--- config.mk ---
export PLATFORM = sky130hd
export DESIGN_NAME = tlik_isqrt
export DESIGN_NICKNAME = d
export VERILOG_FILES = /design/src/rtl/core/tlik_isqrt.sv
export SDC_FILE = /design/constraint.sdc
export NUM_CORES = 1
export LEC_CHECK = 0
export BUFFER_PORTS_ARGS = -buffer_cell sky130_fd_sc_hd__buf_4
export CORE_MARGIN = 3
export CORE_UTILIZATION = 55
export DETAILED_ROUTE_END_ITERATION = 16
export GPL_ROUTABILITY_DRIVEN = 0
export PLACE_DENSITY_LB_ADDON = 0.15
export SYNTH_ARGS = -nofsm -noshare
export SYNTH_HDL_FRONTEND = slang
export SYNTH_SLANG_ARGS = --single-unit
--- constraint.sdc ---
create_clock -name clk_i -period 5.35 [get_ports clk_i]
set_input_delay 0.8025 -clock clk_i [delete_from_list [all_inputs] [get_ports clk_i]]
set_output_delay 0.8025 -clock clk_i [all_outputs]
set_load 0.05 [all_outputs]
--- src/rtl/core/tlik_isqrt.sv ---
// ----------------------------------------------------------------------------
// tlik_isqrt
// Pipelined integer square root, one result bit per stage, with a sideband
// that travels alongside each item.
// ----------------------------------------------------------------------------
`default_nettype none

module tlik_isqrt #(
  parameter int WIDTH = 40,
  parameter int SW    = 1
) (
  input  logic                 clk_i,
  input  logic                 rst_ni,
  input  logic                 valid_i,
  input  logic [WIDTH-1:0]     value_i,
  input  logic [SW-1:0]        side_i,
  output logic                 valid_o,
  output logic [WIDTH/2-1:0]   root_o,
  output logic [SW-1:0]        side_o
);

  localparam int RW   = WIDTH / 2;
  localparam int REMW = RW + 2;

  logic [RW-1:0]    vld_q;
  logic [WIDTH-1:0] val_q  [RW];
  logic [RW-1:0]    root_q [RW];
  logic [REMW-1:0]  rem_q  [RW];
  logic [SW-1:0]    side_q [RW];

  always_ff @(posedge clk_i or negedge rst_ni) begin
    if (!rst_ni) begin
      vld_q <= '0;
    end else begin
      vld_q <= {vld_q[RW-2:0], valid_i};
    end
  end

  for (genvar k = 0; k < RW; k++) begin : g_stage
    logic [WIDTH-1:0] v_in;
    logic [RW-1:0]    r_in;
    logic [REMW-1:0]  m_in;
    logic [SW-1:0]    s_in;
    logic [REMW-1:0]  trial;
    logic [REMW-1:0]  cand;

    if (k == 0) begin : g_first
      assign v_in = value_i;
      assign r_in = '0;
      assign m_in = '0;
      assign s_in = side_i;
    end else begin : g_next
      assign v_in = val_q[k-1];
      assign r_in = root_q[k-1];
      assign m_in = rem_q[k-1];
      assign s_in = side_q[k-1];
    end

    assign trial = {m_in[REMW-3:0], v_in[WIDTH-1 -: 2]};
    assign cand  = {r_in, 2'b01};

    always_ff @(posedge clk_i) begin
      if (trial >= cand) begin
        rem_q[k]  <= trial - cand;
        root_q[k] <= {r_in[RW-2:0], 1'b1};
      end else begin
        rem_q[k]  <= trial;
        root_q[k] <= {r_in[RW-2:0], 1'b0};
      end
      val_q[k]  <= v_in << 2;
      side_q[k] <= s_in;
    end
  end

  assign valid_o = vld_q[RW-1];
  assign root_o  = root_q[RW-1];
  assign side_o  = side_q[RW-1];

endmodule

`default_nettype wire

=== Yosys cells after proc, flatten, opt, wreduce, memory -nomap -nowiden ===
Memories as Yosys holds them, arrays and structs flattened.
Index checks and enable logic that the tools add are counted.

* Word-level logic and storage cells: 185
* Register bits: 20
* Input port bits: 44
* Output and inout bits: 22
* Memories: 4
* RAM bits: 1620

{| class="wikitable"
|+ Memory list
! memory !! depth !! bits a word !! read ports !! clocked after memory_dff !! write ports !! line !! RTL
|-
| val_q || 20 || 38 || 19 || 0 || 20 || 26 || <nowiki>logic [WIDTH-1:0] val_q [RW];</nowiki>
|-
| rem_q || 20 || 22 || 19 || 0 || 20 || 28 || <nowiki>logic [REMW-1:0] rem_q [RW];</nowiki>
|-
| root_q || 20 || 20 || 20 || 0 || 20 || 27 || <nowiki>logic [RW-1:0] root_q [RW];</nowiki>
|-
| side_q || 20 || 1 || 20 || 0 || 20 || 29 || <nowiki>logic [SW-1:0] side_q [RW];</nowiki>
|}

* Magnitude comparators: 20
* Bitwise operators: 40
* Muxes and demuxes: 100
* $add $sub $neg: 20

{| class="wikitable"
|+ Operators by type and width
! kind !! number
|-
| 22-bit 2-to-1 mux || 20
|-
| 22-bit greater-or-equal comparator || 19
|-
| 22-bit subtractor || 19
|-
| 20-bit 2-to-1 mux || 20
|-
| 1-bit 2-to-1 mux || 60
|-
| 1-bit OR || 40
|-
| 2-bit by 1-bit subtractor with 3-bit output, second input constant || 1
|-
| 2-bit by 1-bit greater-or-equal comparator with 1-bit output, second input constant || 1
|}

=== Logic depth before layout (Yosys ltp) ===
An unclocked memory read counts as a cell.

* Word-level depth: 5
* Gate-level depth with buffers: 12
* Depth with buffers taken out: 12

=== Least setup slack after synthesis ===
OpenSTA, ideal clock, no wires.

* Kind: flip-flop to flip-flop
* Start point: mem root_q[3][64] (netlist bit)
* End point: mem rem_q[16][19] (netlist bit)
* Path slack: 2.684 ns
* Arrival time: 2.542 ns
* Period minus slack after synthesis: 2.666 ns
* Required time: 5.227 ns
* Stages on the path, launching flop included: 11
* Buffers on the path: 0
* Cells stage by stage: dfxtp_1 -> inv_1 -> ha_1 -> a21o_1 -> a211o_1 -> a32o_1 -> a311oi_1 -> o21ai_1 -> a21o_1 -> a211oi_1 -> mux2_1

{| class="wikitable"
|+ RTL lines
! item !! line
|-
| start, declared || 27
|-
| end, declared || 28
|}

==> flow_metrics.tcl <==
set metrics [dict create \
    power.leakage_uw 0.0186 \
    worst_pin_slew_ns 1.18 \
    synth_edf_count 0 \
    vias_per_cell 5.26 \
    core-area_sq_um 62300 \
    chipWidth_um 258 \
    fp-row-count 91 \
    netlist_top_cells_area "dfxtp_1 (55%), ha_1 (8.3%), xor2_1 (3.5%)" \
    run_status "finished clean" \
    clkSlewWorstSetupHoldPaths_ns 0.06 \
    cts_buffer_depth 3 \
    nets 3706 \
    cts_root_buffer "clkbuf_16" \
    clk_latency_ns 0.64 \
    min_period_ns 3.36 \
    power.switching_uw 5650 \
    vias 22800 \
    antenna_found_initial 0 \
    synth_nets 3584 \
    ys_warn_count 0 \
    grt_pass1_vias 22800 \
    critical_path_class "reg -> reg" \
    cellPowerDensity_nw_per_um2 503 \
    grt.overflow.total 0 \
    cts.sinks 987 \
    setup_viol 0 \
    cp.required_ns 5.90 \
    dp_slack_ns 2.06 \
    hold_violations 0 \
    drtIter0Drc 1292 \
    r2r_end "rem_q[10][19]$_DFF_P_" \
    antenna_left 0 \
    cp-end-kind "register" \
    synthFlopType "dfxtp_1" \
    cp.arrival_ns 3.90 \
    first_pass_iters 7 \
    globalRouteTotalUtil 0.196 \
    area_growth_pct 13.2 \
    rr_startpoint "root_q[2][24]$_DFF_P_" \
    finalClockSkew_ns 0.0251 \
    fin_tns_setup_ns 0 \
    syn_area_sq_um 34900 \
    numCtsBuffers 95 \
    power.share.clock 0.335 \
    intPower_uw 14200 \
    ioPinCount 66 \
    max_slew_margin 0.212 \
    wl_per_cell_um 15.0 \
    hold_class "in -> async" \
    io_buffers 65 \
    die_h_um 258 \
    synthesis.instances 3309 \
    reg2regPathDepth 10 \
    yosys_register_bits 987 \
    ir_drop_mv 0.340 \
    yosysUniqueCellTypes 89 \
    timing.fmax_mhz 298 \
    antenna_cells 0 \
    start_kind "register" \
    pwr-share-seq 0.475 \
    p_comb_frac 0.190 \
    r2r_slack_ns 1.99 \
    worstPathMaxFanout 25 \
    yosysTopAreaCell "dfxtp_1" \
    dp_hpwl_um 47500 \
    synth-seq-area-share 0.569 \
    total_power_uw 19900 \
    drc 0 \
    synth_top_cells_by_count "dfxtp_1 (967), inv_1 (284), ha_1 (231), nand2_1 (224), nor2_1 (189)" \
    maxSlewViolCount 0 \
    post-route-period-util 0.627 \
    layout-drive-gt1-share 0.0847 \
    swShare 0.284 \
    grt_start_max_net_pins 39 \
    rsz0062_at_grt "no" \
    synth_top_area_frac 0.554 \
    tritoncts "built" \
    max_cap_viol_count 0 \
    syn_area_per_cell_sq_um 10.6 \
    start_util 0.561 \
    hold_buffers 0 \
    post_cts_buffers 0 \
    fin_ws_ns 1.99 \
    synthArstFlopShare 0.0203 \
    routed_wl_um 65200 \
    h-tree-depth 3 \
    dieArea_sq_um 66600 \
    yosysMostFrequentCell "dfxtp_1" \
    grt_pass1_wl_um 109000 \
    ctsResizeCount 0 \
    utilization 0.635 \
]
-- routing by layer --
layer	routed length, um	part of all wire	up-vias	global-route usage
met4	2010	0.031	0	0.0727
met5	0	0	-	0
met3	2330	0.036	149	0.0297
li1	-	-	11500	-
met2	31400	0.48	461	0.338
met1	29500	0.45	10700	0.249
-- metrics by stage --
| stage | std cells | hold slack [ns] | area (sq um) |
|---|---|---|---|
| 6_report | 4343 | 0.0508 | 39500 |
| 5_1_grt | 4343 | 0.0252 | 39500 |
| 4_1_cts | 4343 | 0.00473 | 39500 |
| 3_5_place_dp | 4171 | 0.312 | 36300 |
| 3_3_place_gp | 4171 | 0.310 | 36300 |
| 2_1_floorplan | 3309 | 0.310 | 34900 |
-- critical path, cell delays in order, from the launching register on --
cell and delay (ns):
dfxtp_1 0.32, inv_1 0.05, ha_1 0.40, nand4_1 0.17, nor4_1 0.28, nand4_1 0.14
and4b_1 0.25, nand3_1 0.71, o311ai_0 0.45, nor4_1 0.33, xor2_1 0.18
-- power by group through the flow --
stage               clock [uW]  combinational, uW  sequential [uW]
global placement             0               3610             9570
floorplan                    0               2950             9350
detailed placement           0               3740             9590
global route              7140               4270             9580
finish                    6650               3780             9440
CTS                       6860               3780             9450
-- worst max path at each step --
stage	start	cells past startpoint	slack, ns	end
5_1_grt	root_q[2][24]$_DFF_P_	10	1.60	rem_q[10][19]$_DFF_P_
3_3_place_gp	root_q[3][0]$_DFF_P_	10	2.08	rem_q[13][14]$_DFF_P_
3_5_place_dp	root_q[2][24]$_DFF_P_	10	2.06	rem_q[10][19]$_DFF_P_
6_report	root_q[2][24]$_DFF_P_	10	1.99	rem_q[10][19]$_DFF_P_
2_1_floorplan	root_q[3][64]$_DFF_P_	10	2.68	rem_q[16][19]$_DFF_P_
4_1_cts	root_q[2][24]$_DFF_P_	10	2.02	rem_q[10][19]$_DFF_P_
-- flip-flops by register name (all words and copies together), names as in the netlist --
register,flops
vld_q,20
val_q,380
side_q,20
rem_q,357
root_q,210
-- layout make-up --
type	count	area (sq um)
fillers	4904	22700
repair buffers	71	533
flip-flops and latches	987	19900
well taps	837	1050
clock buffers	130	2690
clock inverters	42	500
multi-input cells	1991	13800
inverters	285	1070
-- cell families (layout without fill, tap and decap cells) --
group | after synthesis | after routing | synth area share
compound gates | 650 | 650 | 0.118
mux | 34 | 34 | 0.0108
fa+ha+maj | 231 | 231 | 0.0828
other cells | 1 | 1 | 0.000107
flops | 987 | 987 | 0.569
xor+xnor | 271 | 271 | 0.0680
buf+inv | 331 | 528 | 0.0368
simple gates | 804 | 804 | 0.115
-- placed cells by master (no fill, tap or decap), types with 34 or more instances in the layout --
cell type  instances
a21o_1            54
a21oi_1          170
xnor2_1          131
ha_1             231
nor2b_1           35
nand3_1           59
nand2b_1          37
nand2_1          224
nor2_1           189
nor3_1            72
inv_1            284
nor4_1            34
dfxtp_1          967
clkbuf_16         96
xor2_1           140
o21ai_0          178
buf_4             71
o21a_1            65
(Power assumes the default switching activity.)
