`src/rtl/core/tlik_pkg.sv`:
```
// ----------------------------------------------------------------------------
// tlik_pkg
// Shared widths, angle constants, the arc tangent table and register codes
// of the two-link arm inverse kinematics block.
// ----------------------------------------------------------------------------
`default_nettype none

package tlik_pkg;

  localparam int CW      = 20;
  localparam int LW      = 18;
  localparam int NUMW    = 42;
  localparam int DENW    = 40;
  localparam int ACW     = 31;
  localparam int SHW     = 4;
  localparam int ZW      = 26;
  localparam int AW      = 28;
  localparam int FRAC    = 16;
  localparam int TAB_LEN = 24;

  localparam int DEG90  = 5898240;
  localparam int DEG180 = 11796480;
  localparam int DEG360 = 23592960;

  localparam logic signed [ZW-1:0] ATAN_TAB [TAB_LEN] = '{
    26'sd2949120, 26'sd1740967, 26'sd919879, 26'sd466945, 26'sd234379, 26'sd117304,
    26'sd58666, 26'sd29335, 26'sd14668, 26'sd7334, 26'sd3667, 26'sd1833,
    26'sd917, 26'sd458, 26'sd229, 26'sd115, 26'sd57, 26'sd29,
    26'sd14, 26'sd7, 26'sd4, 26'sd2, 26'sd1, 26'sd0
  };

  localparam logic [2:0] CFG_UPPER   = 3'd0;
  localparam logic [2:0] CFG_LOWER   = 3'd1;
  localparam logic [2:0] CFG_MIN     = 3'd2;
  localparam logic [2:0] CFG_MAX     = 3'd3;
  localparam logic [2:0] CFG_FLOOR_X = 3'd4;
  localparam logic [2:0] CFG_FLOOR_Z = 3'd5;

  localparam logic [LW-1:0]        RST_UPPER   = 18'd1600;
  localparam logic [LW-1:0]        RST_LOWER   = 18'd1600;
  localparam logic [CW-1:0]        RST_MIN     = 20'd160;
  localparam logic [CW-1:0]        RST_MAX     = 20'd3040;
  localparam logic signed [CW-1:0] RST_FLOOR_X = 20'sd0;
  localparam logic signed [CW-1:0] RST_FLOOR_Z = 20'sd0;

endpackage

`default_nettype wire

```
`src/rtl/core/tlik_cordic.sv`:
```
// ----------------------------------------------------------------------------
// tlik_cordic
// Pipelined vectoring CORDIC giving atan2(y, x) in degrees with 16 fraction
// bits: one quadrant pre-rotation stage, then one micro-rotation per stage.
// ----------------------------------------------------------------------------
`default_nettype none

module tlik_cordic #(
  parameter int IN_W   = 21,
  parameter int STAGES = 16,
  parameter int SW     = 1
) (
  input  logic                          clk_i,
  input  logic                          rst_ni,
  input  logic                          valid_i,
  input  logic signed [IN_W-1:0]        y_i,
  input  logic signed [IN_W-1:0]        x_i,
  input  logic [SW-1:0]                 side_i,
  output logic                          valid_o,
  output logic signed [tlik_pkg::ZW-1:0] angle_o,
  output logic [SW-1:0]                 side_o
);

  localparam int XW = IN_W + 2;

  logic [STAGES:0]              vld_q;
  logic signed [XW-1:0]         xv_q   [STAGES+1];
  logic signed [XW-1:0]         yv_q   [STAGES+1];
  logic signed [tlik_pkg::ZW-1:0] z_q  [STAGES+1];
  logic [STAGES:0]              zero_q;
  logic [SW-1:0]                side_q [STAGES+1];

  logic signed [XW-1:0]         xe, ye, x0_d, y0_d;
  logic signed [tlik_pkg::ZW-1:0] z0_d;

  assign xe = XW'(x_i);
  assign ye = XW'(y_i);

  always_comb begin
    x0_d = xe;
    y0_d = ye;
    z0_d = '0;
    if (xe < 0) begin
      if (ye >= 0) begin
        x0_d = ye;
        y0_d = -xe;
        z0_d = tlik_pkg::ZW'(tlik_pkg::DEG90);
      end else begin
        x0_d = -ye;
        y0_d = xe;
        z0_d = -(tlik_pkg::ZW'(tlik_pkg::DEG90));
      end
    end
  end

  always_ff @(posedge clk_i or negedge rst_ni) begin
    if (!rst_ni) begin
      vld_q <= '0;
    end else begin
      vld_q <= {vld_q[STAGES-1:0], valid_i};
    end
  end

  always_ff @(posedge clk_i) begin
    xv_q[0]   <= x0_d;
    yv_q[0]   <= y0_d;
    z_q[0]    <= z0_d;
    zero_q[0] <= (x_i == '0) && (y_i == '0);
    side_q[0] <= side_i;
  end

  for (genvar i = 0; i < STAGES; i++) begin : g_rot
    always_ff @(posedge clk_i) begin
      if (yv_q[i] >= 0) begin
        xv_q[i+1] <= xv_q[i] + (yv_q[i] >>> i);
        yv_q[i+1] <= yv_q[i] - (xv_q[i] >>> i);
        z_q[i+1]  <= z_q[i] + tlik_pkg::ATAN_TAB[i];
      end else begin
        xv_q[i+1] <= xv_q[i] - (yv_q[i] >>> i);
        yv_q[i+1] <= yv_q[i] + (xv_q[i] >>> i);
        z_q[i+1]  <= z_q[i] - tlik_pkg::ATAN_TAB[i];
      end
      zero_q[i+1] <= zero_q[i];
      side_q[i+1] <= side_q[i];
    end
  end

  assign valid_o = vld_q[STAGES];
  assign angle_o = zero_q[STAGES] ? '0 : z_q[STAGES];
  assign side_o  = side_q[STAGES];

endmodule

`default_nettype wire

```
`config.mk`:
```
export PLATFORM = sky130hd
export DESIGN_NAME = tlik_cordic
export DESIGN_NICKNAME = d
export VERILOG_FILES = /design/src/rtl/core/tlik_pkg.sv /design/src/rtl/core/tlik_cordic.sv
export SDC_FILE = /design/constraint.sdc
export NUM_CORES = 2
export LEC_CHECK = 0
export ABC_AREA = 1
export BUFFER_PORTS_ARGS = -buffer_cell sky130_fd_sc_hd__clkbuf_2
export CELL_PAD_IN_SITES_DETAIL_PLACEMENT = 1
export CELL_PAD_IN_SITES_GLOBAL_PLACEMENT = 1
export CORE_MARGIN = 2
export CORE_UTILIZATION = 48
export DETAILED_ROUTE_END_ITERATION = 10
export GPL_ROUTABILITY_DRIVEN = 0
export PLACE_DENSITY = 0.88
export SYNTH_ARGS = -nofsm -noshare
export SYNTH_HDL_FRONTEND = slang
export SYNTH_SLANG_ARGS = --single-unit
```
`constraint.sdc`:
```
create_clock -name clk_i -period 3.7 [get_ports clk_i]
set_input_delay 0.37 -clock clk_i [delete_from_list [all_inputs] [get_ports clk_i]]
set_output_delay 0.37 -clock clk_i [all_outputs]
set_load 0.02 [all_outputs]
```
== Word level (Yosys, flattened, before mapping) ==
Memories as Yosys holds them, arrays and structs flattened.
Cells that the tools add are included.

* Flip-flop bits (word level): 34
* Latch bits: 0
* RAM bits: 1241
* Memory bits (read-only): 0
* Input bits: 46
* Output and inout bits: 28
* Word-level logic and storage cells: 291
* Memories kept: 4

{| class="wikitable"
|+ Memory list
! memory !! depth !! width !! rd ports !! clocked after memory_dff !! write ports !! RTL line !! source
|-
| z_q || 17 || 26 || 17 || 0 || 17 || tlik_cordic.sv:29 || <nowiki>logic signed [tlik_pkg::ZW-1:0] z_q [STAGES+1];</nowiki>
|-
| xv_q || 17 || 23 || 16 || 0 || 17 || tlik_cordic.sv:27 || <nowiki>logic signed [XW-1:0] xv_q [STAGES+1];</nowiki>
|-
| yv_q || 17 || 23 || 16 || 0 || 17 || tlik_cordic.sv:28 || <nowiki>logic signed [XW-1:0] yv_q [STAGES+1];</nowiki>
|-
| side_q || 17 || 1 || 17 || 0 || 17 || tlik_cordic.sv:31 || <nowiki>logic [SW-1:0] side_q [STAGES+1];</nowiki>
|}

* $add $sub $neg: 97
* Multipliers: 0
* Div/mod/pow operators: 0
* $lt $le $gt $ge: 18
* Equal/unequal tests: 0
* Shift operators: 0
* Muxes and demuxes: 103
* Bitwise gates (word level): 48
* Reductions and logical operators: 3

{| class="wikitable"
|+ Operator list
! cell !! number
|-
| 2-to-1 mux 23 bit || 36
|-
| 2-to-1 mux 26 bit || 19
|-
| >= comparator 23 x 1 -> 1 bit (second input constant) || 16
|-
| 2-to-1 mux 1 bit || 48
|-
| OR 1 bit || 48
|-
| adder 23 x 10 -> 23 bit || 2
|-
| adder 23 x 11 -> 23 bit || 2
|-
| adder 23 x 12 -> 23 bit || 2
|-
| adder 23 x 13 -> 23 bit || 2
|-
| adder 23 x 14 -> 23 bit || 2
|-
| adder 23 x 15 -> 23 bit || 2
|-
| adder 23 x 16 -> 23 bit || 2
|-
| adder 23 x 17 -> 23 bit || 2
|-
| adder 23 x 18 -> 23 bit || 2
|-
| adder 23 x 19 -> 23 bit || 2
|-
| adder 23 x 20 -> 23 bit || 2
|-
| adder 23 x 21 -> 23 bit || 2
|-
| adder 23 x 22 -> 23 bit || 2
|-
| adder 23 x 8 -> 23 bit || 2
|-
| adder 23 x 9 -> 23 bit || 2
|-
| negation 21 -> 23 bit || 2
|-
| subtractor 23 x 10 -> 23 bit || 2
|-
| subtractor 23 x 11 -> 23 bit || 2
|-
| subtractor 23 x 12 -> 23 bit || 2
|-
| other kinds (50) || 64
|}

== Logic depth before layout (Yosys ltp) ==
* Depth in word-level cells: 4
* Depth in mapped cells: 22
* Mapped depth without buffers: 22

== Least setup slack after synthesis ==
Ideal clock, no wire load.

* Path kind: flip-flop to flip-flop
* Start: memory yv_q[11][22] (netlist name)
* End: memory yv_q[12][22] (netlist name)
* Library setup time: 0.119 ns
* Data arrival time: 2.766 ns
* Data required time: 3.581 ns
* Setup slack: 0.815 ns
* Cell stages (with the launch flop): 16
* Buffers on the path: 2
* Period minus slack after synthesis: 2.885 ns
* Path through: dfxtp_1 -> buf_2 -> inv_1 -> clkbuf_1 -> nor2_1 -> xor2_1 -> inv_1 -> ha_1 -> nand2_1 -> inv_1 -> a21oi_1 -> nor2_1 -> o21ai_0 -> nand3_1 -> o21ai_0 -> nand2_1

{| class="wikitable"
|+ RTL lines
! element !! RTL line
|-
| from (decl) || tlik_cordic.sv:28
|}

==> flow_metrics.env <==
export IMPL_status="completed"
export IMPL_numCtsBuffers=134
export IMPL_clk_pin_slew_worst_paths_ns=0.06
export IMPL_final_cycle_share_pct=93.6
export IMPL_ant_nets=0
export IMPL_floorplan_rows=160
export IMPL_dieArea_um2=194000
export IMPL_max_cap_violations=0
export IMPL_setup_worst_path_start_class="flop"
export IMPL_grt_max_degree=49
export IMPL_largest_cells_by_area_after_synthesis="sky130_fd_sc_hd__dfxtp_1 24%, sky130_fd_sc_hd__ha_1 14%, sky130_fd_sc_hd__nand2_1 14%"
export IMPL_die_h_um=440
export IMPL_tightestPinTransition_ns=1.04
export IMPL_drc=0
export IMPL_synth_top_flop_cell="sky130_fd_sc_hd__dfxtp_1"
export IMPL_timing_setup_tns_ns=0
export IMPL_critical_path_class="flop to flop"
export IMPL_grt_pass1_vias=102000
export IMPL_globalRouteTotalUtil_pct=34.1
export IMPL_cp_max_fanout=4
export IMPL_post_cts_setup_buffer_count=0
export IMPL_number_of_cells_upsized_or_downsized_after_cts=0
export IMPL_tritoncts_clock_tree="done"
export IMPL_synth_async_reset_ratio_pct=1.55
export IMPL_synth_cell_types=63
export IMPL_first_pass_grt_wire_length_um=540000
export IMPL_critPathCaptureType="flop"
export IMPL_drive_gt1_share_pct=3.45
export IMPL_seq_area_frac_synth_pct=24.2
export IMPL_finish_net_count=15100
export IMPL_synth_seq_cells=1100
export IMPL_layout_filler_cells=25300
export IMPL_worst_ep_arrival_time_ns=4.18
export IMPL_synth_top_area_cell="sky130_fd_sc_hd__dfxtp_1"
export IMPL_starting_density_pct=48.1
export IMPL_dpl_hpwl_um=273000
export IMPL_num_vias=96600
export IMPL_yosys_warnings=0
export IMPL_flow_area_growth_from_synthesis_pct=9.88
export IMPL_syn_cell_area_um2=91200
export IMPL_synth_edff_count=0
export IMPL_synth_top_cell_area_share_pct=23.8
export IMPL_achievable_frequency_ghz=0.289
export IMPL_vias_per_cell=5.83
export IMPL_clk_root_buffer_cell="sky130_fd_sc_hd__clkbuf_16"
export IMPL_worst_clock_skew_ns=0.0324
export IMPL_worst_skew_pair_late_latency_ns=0.84
export IMPL_period_needed_ns=3.46
export IMPL_dieWidth_um=440
export IMPL_timing_max_slew_rel_slack_pct=30.6
export IMPL_timing_max_transition_violations_final=0
export IMPL_grt_overflow_total=0
export IMPL_layout_cells_most_common="sky130_fd_sc_hd__nand2_1"
export IMPL_worst_hold_path_type="primary input to flop"
export IMPL_clockBufferDepth=3
export IMPL_core_area_um2=190000
export IMPL_buffer_ports_inserted=72
export IMPL_setup_violations=0
export IMPL_crit_required_ns=4.41
export IMPL_hold_buffers=68
export IMPL_routed_wl_um=340000
export IMPL_syn_avg_cell_area_um2=6.68
export IMPL_grt_setup_unrepaired="false"
export IMPL_hold_violations=0
export IMPL_cts_sink_count=1100
export IMPL_i_o_pins=74
export IMPL_drt_pass1_iter_count=6
export IMPL_antenna_found_initial=17
export IMPL_final_cell_mix="3358 x sky130_fd_sc_hd__nand2_1, 1686 x sky130_fd_sc_hd__inv_1, 1258 x sky130_fd_sc_hd__nor2_1"
export IMPL_routedWlPerCell_um=20.5
export IMPL_htree_num_levels=4
export IMPL_drtIter0Drc=5795
export IMPL_syn_inst_count=13700
state kept, by name (all words and copies together) (netlist names):
name,count
side_q,17
vld_q,17
xv_q,331
yv_q,345
z_q,373
zero_q,17
stage by stage:
stage               worst slack [ns]  utilization, %  hold WS (ns)  instances  instance area (µm²)
floorplan                      0.815               -        0.0744      13700                91500
global placement               0.632            50.0         0.298      16300                94800
detailed placement             0.436            50.0         0.312      16300                94800
CTS                            0.344            52.9         0.136      16600               100000
global route                  0.0697            52.9         0.183      16600               100000
finish                         0.239            52.9         0.185      16600               100000
layer usage:
metal | track usage [%] | wire length (µm) | vias to the layer above
met2 | 61.7 | 168000 | 3177
met1 | 37.9 | 133000 | 46600
li1 | - | - | 45600
met3 | 4.89 | 17500 | 1242
met4 | 20.0 | 21700 | 10
met5 | 0 | 64 | -
final timing paths:
kind	end	slack, ns	depth (start not counted)	from
hold / removal	side_q[0]	0.19	2	side_i
hold reg to reg	side_q[4]	0.32	0	side_q[3]
min in group asynchronous	vld_q[15]	0.72	3	rst_ni
max in group asynchronous	vld_q[10]	2.51	3	rst_ni
setup / recovery	yv_q[5][20]	0.24	18	xv_q[4][4]
setup reg to reg	yv_q[5][20]	0.24	18	xv_q[4][4]
logic make-up after synthesis:
| logic type | after synthesis | share of synthesized area (%) |
|---|---|---|
| adders and majority gates | 1069 | 15.0 |
| buffers and inverters | 1825 | 7.65 |
| and+or+nand+nor | 6293 | 29.0 |
| DFF | 1100 | 24.2 |
| xor gates and xnor gates | 1047 | 10.1 |
| AOI/OAI and AO/OA | 2328 | 14.1 |
| muxes | 3 | 0.0329 |
| other | 1 | 0.00411 |
worst max-delay path, stage by stage (launching register included):
cell and delay (ns):
sky130_fd_sc_hd__dfxtp_1 0.36, sky130_fd_sc_hd__inv_1 0.12, sky130_fd_sc_hd__ha_1 0.20, sky130_fd_sc_hd__nand3_1 0.13, sky130_fd_sc_hd__nor2_1 0.21, sky130_fd_sc_hd__nand2_1 0.17
sky130_fd_sc_hd__nor2_1 0.22, sky130_fd_sc_hd__inv_1 0.11, sky130_fd_sc_hd__nand2_1 0.10, sky130_fd_sc_hd__xor2_1 0.15, sky130_fd_sc_hd__inv_1 0.06, sky130_fd_sc_hd__ha_1 0.37
sky130_fd_sc_hd__nand2_1 0.11, sky130_fd_sc_hd__inv_1 0.10, sky130_fd_sc_hd__nand2_1 0.09, sky130_fd_sc_hd__nor3_1 0.33, sky130_fd_sc_hd__nand4_1 0.29, sky130_fd_sc_hd__nand4_1 0.18
sky130_fd_sc_hd__nand2_1 0.07
layout make-up:
class / count / area [µm²] / share of cell area (%)
antenna: 9 / 22.5 / 0.0225
clock buffer: 166 / 3690 / 3.68
clock inverter: 72 / 1090 / 1.09
inverter: 1716 / 6440 / 6.43
multi-input combinational: 10800 / 62500 / 62.3
sequential: 1100 / 22100 / 22.1
tap: 2511 / 3140 / 3.13
timing repair buffer: 176 / 1310 / 1.31
synth_stat cells, types with 9 or more instances:
| cell type | number |
|---|---|
| sky130_fd_sc_hd__a21boi_0 | 29 |
| sky130_fd_sc_hd__o21bai_1 | 111 |
| sky130_fd_sc_hd__nand4_1 | 288 |
| sky130_fd_sc_hd__and2_1 | 12 |
| sky130_fd_sc_hd__a31oi_1 | 43 |
| sky130_fd_sc_hd__a21o_1 | 88 |
| sky130_fd_sc_hd__xnor2_1 | 247 |
| sky130_fd_sc_hd__o211ai_1 | 39 |
| sky130_fd_sc_hd__dfrtp_1 | 17 |
| sky130_fd_sc_hd__a21boi_2 | 12 |
| sky130_fd_sc_hd__nand2b_1 | 10 |
| sky130_fd_sc_hd__o21ai_0 | 648 |
| sky130_fd_sc_hd__nand3_1 | 896 |
| sky130_fd_sc_hd__buf_2 | 30 |
| sky130_fd_sc_hd__buf_4 | 17 |
| sky130_fd_sc_hd__a21oi_1 | 1174 |
| sky130_fd_sc_hd__inv_1 | 1686 |
| sky130_fd_sc_hd__dfxtp_1 | 1083 |
| sky130_fd_sc_hd__clkbuf_1 | 49 |
| sky130_fd_sc_hd__nand2_2 | 20 |
| sky130_fd_sc_hd__nor2_2 | 23 |
| sky130_fd_sc_hd__ha_1 | 1030 |
| sky130_fd_sc_hd__o31ai_1 | 51 |
| sky130_fd_sc_hd__fa_1 | 39 |
| sky130_fd_sc_hd__or2_2 | 24 |
| sky130_fd_sc_hd__o21a_1 | 31 |
| sky130_fd_sc_hd__inv_2 | 21 |
| sky130_fd_sc_hd__nand3b_1 | 21 |
| sky130_fd_sc_hd__nand2_1 | 3358 |
| sky130_fd_sc_hd__nor2_1 | 1258 |
| sky130_fd_sc_hd__nor4_1 | 52 |
| sky130_fd_sc_hd__o21ai_2 | 19 |
| sky130_fd_sc_hd__xor2_1 | 800 |
| sky130_fd_sc_hd__buf_1 | 9 |
| sky130_fd_sc_hd__nor3_1 | 298 |
| sky130_fd_sc_hd__a21boi_1 | 11 |
| sky130_fd_sc_hd__o21ai_1 | 49 |
Power is left out: the tool's default activity adds up to more than one toggle a clock period on the data nets, which glitch-free logic cannot reach.
